File: src/fmbq_pkg.sv
// Shared types and constants for the front/middle/back queue.
// Used by fmbq_cell and front_middle_back_queue; no dependencies.
package fmbq_pkg;

  localparam int DEPTH = 64;
  localparam int IDX_W = $clog2(DEPTH);
  localparam int CNT_W = $clog2(DEPTH + 1);
  localparam int DATA_W = 32;

  // request codes
  localparam logic [2:0] REQ_PUSH_FRONT = 3'd0;
  localparam logic [2:0] REQ_PUSH_MID   = 3'd1;
  localparam logic [2:0] REQ_PUSH_BACK  = 3'd2;
  localparam logic [2:0] REQ_POP_FRONT  = 3'd3;
  localparam logic [2:0] REQ_POP_MID    = 3'd4;
  localparam logic [2:0] REQ_POP_BACK   = 3'd5;

  // status codes
  localparam logic [1:0] ST_OK    = 2'd0;
  localparam logic [1:0] ST_EMPTY = 2'd1;
  localparam logic [1:0] ST_FULL  = 2'd2;

  typedef enum logic [1:0] {
    OP_HOLD,
    OP_INS,
    OP_REM
  } cell_op_e;

  // broadcast to every cell of the row
  typedef struct packed {
    cell_op_e           op;
    logic [IDX_W-1:0]   pos;
    logic [DATA_W-1:0]  value;
  } cell_ctrl_t;

endpackage

File: src/fmbq_cell.sv
// One storage cell of the queue row: holds, shifts from a neighbor or loads.
// Depends on fmbq_pkg.
module fmbq_cell (
  input  logic                       clk_i,
  input  fmbq_pkg::cell_ctrl_t       ctrl_i,
  input  logic [fmbq_pkg::IDX_W-1:0] idx_i,
  input  logic [fmbq_pkg::DATA_W-1:0] left_i,
  input  logic [fmbq_pkg::DATA_W-1:0] right_i,
  output logic [fmbq_pkg::DATA_W-1:0] q_o,
  output logic [fmbq_pkg::DATA_W-1:0] tap_o
);
  import fmbq_pkg::*;

  logic [DATA_W-1:0] val_q, val_d;

  always_comb begin
    val_d = val_q;
    case (ctrl_i.op)
      OP_INS: begin
        // open the gap: cells past the insert point take the left neighbor
        if (idx_i > ctrl_i.pos) begin
          val_d = left_i;
        end else if (idx_i == ctrl_i.pos) begin
          val_d = ctrl_i.value;
        end
      end
      OP_REM: begin
        // close the gap from the right
        if (idx_i >= ctrl_i.pos) begin
          val_d = right_i;
        end
      end
      default: val_d = val_q;
    endcase
  end

  always_ff @(posedge clk_i) begin
    val_q <= val_d;
  end

  assign q_o   = val_q;
  assign tap_o = (ctrl_i.op == OP_REM && idx_i == ctrl_i.pos) ? val_q : '0;

endmodule
File: config.mk
export PLATFORM = sky130hd
export DESIGN_NAME = fmbq_cell
export DESIGN_NICKNAME = d
export VERILOG_FILES = /design/src/fmbq_pkg.sv /design/src/fmbq_cell.sv
export SDC_FILE = /design/constraint.sdc
export NUM_CORES = 1
export LEC_CHECK = 0
export BUFFER_PORTS_ARGS = -buffer_cell sky130_fd_sc_hd__buf_2
export CORE_ASPECT_RATIO = 0.6
export CORE_MARGIN = 5
export CORE_UTILIZATION = 44
export DETAILED_ROUTE_END_ITERATION = 12
export PLACE_DENSITY_LB_ADDON = 0.15
export SLEW_MARGIN = 0
export SYNTH_ARGS = -nofsm -noshare
export SYNTH_HDL_FRONTEND = slang
export SYNTH_SLANG_ARGS = --single-unit
File: constraint.sdc
create_clock -name clk_i -period 4.5 [get_ports clk_i]
set_clock_uncertainty 0.15 [all_clocks]
set_input_delay 0.225 -clock clk_i [delete_from_list [all_inputs] [get_ports clk_i]]
set_output_delay 0.225 -clock clk_i [all_outputs]
set_load 0.005 [all_outputs]
# [After elaboration in Yosys (flattened, before gate mapping)]
# Index checks and enable logic that the tools add are counted.
[op_classes] mux=5 order_cmp=2 reduce_logical=3 eq_ne=5
[ops] cell="32-bit 2-to-1 mux" count=4
[ops] cell="32-bit one-hot mux with 2 select lines" count=1
[ops] cell="6-bit == test" count=1
[ops] cell="6-bit greater-or-equal comparator" count=1
[ops] cell="6-bit greater-than comparator" count=1
[ops] cell="3-bit != test, second input constant" count=1
[ops] cell="3-bit AND reduction" count=1
[ops] cell="2-bit by 1-bit == test with 1-bit output, second input constant" count=1
[ops] cell="2-bit == test, second input constant" count=1
[ops] cell="2-bit != test, second input constant" count=1
[ops] cell="2-bit nonzero test" count=1
[ops] cell="1-bit logical AND" count=1
[totals] ff_bits=32 wordCells=16 inputBits=111 out_inout_bits=64

# [Longest topological paths before layout]
[logic_depth] word_depth=4 depth_mapped=9 mapped_depth_nobuf=6

# [Least setup slack after synthesis]
# Ideal clock, no wire load.
[synth_path] path_kind="input-to-reg" from="in ctrl_i[37] in the netlist's numbering" to="reg val_q[0] (netlist: q_o[0]), enable pin" setup_time_ns=0.437 t_arrival_ns=2.994 t_required_ns=3.913 cell_stages=7 path_slack_ns=0.919 n_path_buf=2 cell_sequence="inv_1 -> ha_1 -> and4_4 -> and3_4 -> buf_6 -> clkbuf_1 -> a2bb2oi_1"
[synth_between] elab_chain_cells=3 word_cells_on_any_way=6 cone_classes="order compare (2); eq/ne (3); reduce/logical (1)"
[synth_lines] item="start: declaration" line_no="fmbq_cell.sv:5" text="input fmbq_pkg::cell_ctrl_t ctrl_i,"
[synth_lines] item="6-bit greater-than comparator (tied with other cells)" line_no="fmbq_cell.sv:21" text="if (idx_i > ctrl_i.pos) begin"
[synth_lines] item="3-bit != test (no line) or 2-bit != test (tied branches)"
[synth_lines] item="3-bit AND reduction (no line) *"
[synth_lines] item="end signal: assignment" line_no="fmbq_cell.sv:38" text="val_q <= val_d;"
[synth_lines] item="end: declaration" line_no="fmbq_cell.sv:14" text="logic [DATA_W-1:0] val_q, val_d;"
# Every way passes the cells marked *; elsewhere a longest branch is shown, timed or not.
# A chain may end at the register's enable or synchronous reset.

# [Final worst setup path]
[layout_path] from="in ctrl_i[37] in the netlist's numbering" to="out tap_o[20] in the netlist's numbering"
[layout_between] elab_chain_cells=3
[layout_lines] item="6-bit == test" line_no="fmbq_cell.sv:42" text="assign tap_o = (ctrl_i.op == OP_REM && idx_i == ctrl_i.pos) ? val_q : '0;"
[layout_lines] item="1-bit logical AND" line_no="fmbq_cell.sv:42"
[layout_lines] item="32-bit 2-to-1 mux" line_no="fmbq_cell.sv:42"
[layout_lines] item="end: declaration" line_no="fmbq_cell.sv:10" text="output logic [fmbq_pkg::DATA_W-1:0] tap_o"
# Every way passes these cells.

==> run_results.csv <==
group,metric,value,unit
grt,grt_util_all_layers,20.1,%
critical_path,crit_top_cell,"buf_2",
final_layout,layout_common_cells,"174 x buf_2, 33 x nand3_1",
clocking,post-cts-setup-buffer-count,0,
critical_path,cp_num_buf_inv,4,
floorplan,die_y,72.6,um
placement,dp_slack,1.68,ns
route,drt_wl_total,9060,um
logic_synthesis,synth_compound_area_share,21.4,%
final_layout,final_common_cell,"buf_2",
clocking,cts_tree,"built",
critical_path,crit_chain,"buf_2 -> inv_1 -> ha_1 -> and4_4 -> and3_4 -> buf_4 -> and3_1 -> buf_2",
clocking,cts_root_buf,"clkbuf_8",
clocking,cts.htree.levels,2,
sta,setup_viol,0,
route,via_count,3160,
sta,final_max_slew_viol_count,0,
sta,final.setup.tns,0,ns
critical_path,crit_cells,8,
route,drc,0,
route,drt-pass1-iter-count,4,
grt,use_met2,31.9,%
logic_synthesis,syn-cell-area,0.00287,mm2
placement,place_congestion,0.792,
final_layout,diodes,0,
floorplan,rows,22,
logic_synthesis,synth_top_family_by_area,"simple AND/OR/NAND/NOR gates",
final_layout,synthToLayoutAreaGrowth,31.0,%
logic_synthesis,syn_avg_cell_area,8.82,um2
grt,grt_pass1_wl,13800,um
grt,busiest_layer,"met2",
floorplan,core_area,0.00622,mm2
critical_path,cp-startpoint,"ctrl_i[37]",
run_status,status,"finished clean",
critical_path,crit_type,"input pin to output pin",
clocking,clockBufferDepth,2,
critical_path,worstPathRequired,4.12,ns
logic_synthesis,synthSimpleGateAreaFrac,32.7,%
pwr,p_total,878,uW
critical_path,startpoint_type,"input pin",
floorplan,initial_core_util,46.2,%
logic_synthesis,yosys.cell_types.count,24,
logic_synthesis,synth_fa_ha_area_share,2.61,%
logic_synthesis,netlist_instances,326,
sta,max_freq,365,MHz
logic_synthesis,synthTopCellsByArea,"edfxtp_1 33%, a311o_1 11%, a22oi_1 7.1%",
sta,tightestPinTransition,1.00,ns
final_layout,largest_reg_flops,32,
critical_path,crit_path_max_incr_delay,0.54,ns
logic_synthesis,yosysTopAreaCellShare,33.4,%
placement,port_buffers,174,
sta,timing.final.crit_period,2.74,ns
critical_path,arrival,2.37,ns
clocking,cts_buffers,5,
critical_path,setup.worst_path.end,"tap_o[20]",
logic_synthesis,synth-seq-area-share,33.4,%
route,antenna_left,0,
sta,finalCritPeriodShare,60.9,%
clocking,clock-sinks,32,
pwr,powerDensity,233,mW/mm2
critical_path,worstPathMaxFanout,55,
logic_synthesis,ys_warn_count,0,
grt,antenna_found_initial,0,
job,max_cap_viol_count,0,
placement,dp_hpwl,6280,um
critical_path,critPathTopFamily,"simple AND/OR/NAND/NOR gates",
clocking,path_clk_slew,0.07,ns
final_layout,final_util,60.5,%
grt,grt_use_met3,5.80,%
logic_synthesis,ys_seq_elements,32,
logic_synthesis,synth_xor_area_share,0,%
sta,maxSlewHeadroom,33.0,%
min_path,min_path_type,"input pin to flip-flop",
critical_path,crit_slowest_cell,"buf_4",
sta,finalWorstSetupSlack,1.76,ns
final_layout,fin_nets,584,
grt,globalRouteMet1Util,27.7,%
floorplan,die_x,114,um
pwr,ir_drop,0.118,mV
grt,grt_overflow_total,0,
logic_synthesis,yosys.area.top_type,"edfxtp_1",
grt,grt_max_degree,66,
sta,rsz0062_at_grt,"false",
critical_path,end_kind,"output pin",
floorplan,io_pins,175,
sta,finalHoldViolations,0,
min_path,hold-path-cell-count,3,
route,drtIter0Drc,252,
clocking,postCtsHoldBufs,0,
route,routed_via_density,5.72,
grt,grt_pass1_vias,2808,
placement,placed_cells,544,
clocking,cts_resized,0,
logic_synthesis,synth_mux_area_share,0,%
route,drt-wirelength-per-cell,16.4,um
logic_synthesis,syn-num-nets,443,
pwr,p_leak,0.00186,uW
final_layout,drive_above_1_share,42.3,%
final_layout,layout.cells.non_filler,552,
floorplan,dieArea,0.00830,mm2
kinds of logic (layout without fill, tap and decap cells):
family          Yosys count  after routing
simple gates            168            168
flops                    32             32
compound gates           68             68
fa+ha+maj                 6              6
buf+inv                  52            194
cell usage after synthesis:
library cell	number
buf_2	16
buf_6	6
and2_1	32
nand3_1	34
a21o_1	1
a21oi_1	1
edfxtp_1	32
and3_4	1
nand2_1	32
a22oi_1	27
clkbuf_1	21
nor2b_1	2
buf_8	2
clkbuf_2	1
o21ai_2	1
a311o_1	32
and4_4	1
inv_1	6
a2bb2oi_1	1
ha_1	6
and3_1	32
a22oi_2	5
nand4_1	32
nand2b_1	2
where the power goes:
part / switching (uW) / internal (uW)
combinational: 143 / 130
clock: 97.2 / 108
sequential: 18.5 / 381
total: 259 / 619
per-stage QoR:
stage	hold WS [ns]	instance area, um2
after CTS	0.121	3760
after global routing	0.129	3760
after global placement	0.399	3680
after floorplan	0.297	2870
after detailed placement	0.405	3680
final	0.126	3760
layout make-up:
cell class / instances / area, um2
Fill cell: 619 / 2460
Tap cell: 84 / 105
Timing Repair Buffer: 180 / 916
Sequential cell: 32 / 961
Clock buffer: 7 / 76.3
Inverter: 6 / 22.5
Multi-Input combinational cell: 242 / 1680
Clock inverter: 1 / 3.75
metal layers:
metal | wire length (um) | vias up | part of all wire (%)
li1 | - | 1548 | -
met4 | 80 | 0 | 0.88
met1 | 3790 | 1474 | 42
met5 | 0 | - | 0
met2 | 4280 | 132 | 47
met3 | 900 | 6 | 9.9
how the worst min path moves through the flow:
stage,start,to,slack (ns)
finish,right_i[25],q_o[25],0.13
global route,right_i[18],q_o[18],0.13
CTS,right_i[8],q_o[8],0.12
detailed placement,right_i[8],q_o[8],0.41
global placement,right_i[31],q_o[31],0.40
floorplan,right_i[14],q_o[14],0.30
Note: power is estimated with default switching activity, not from simulation.
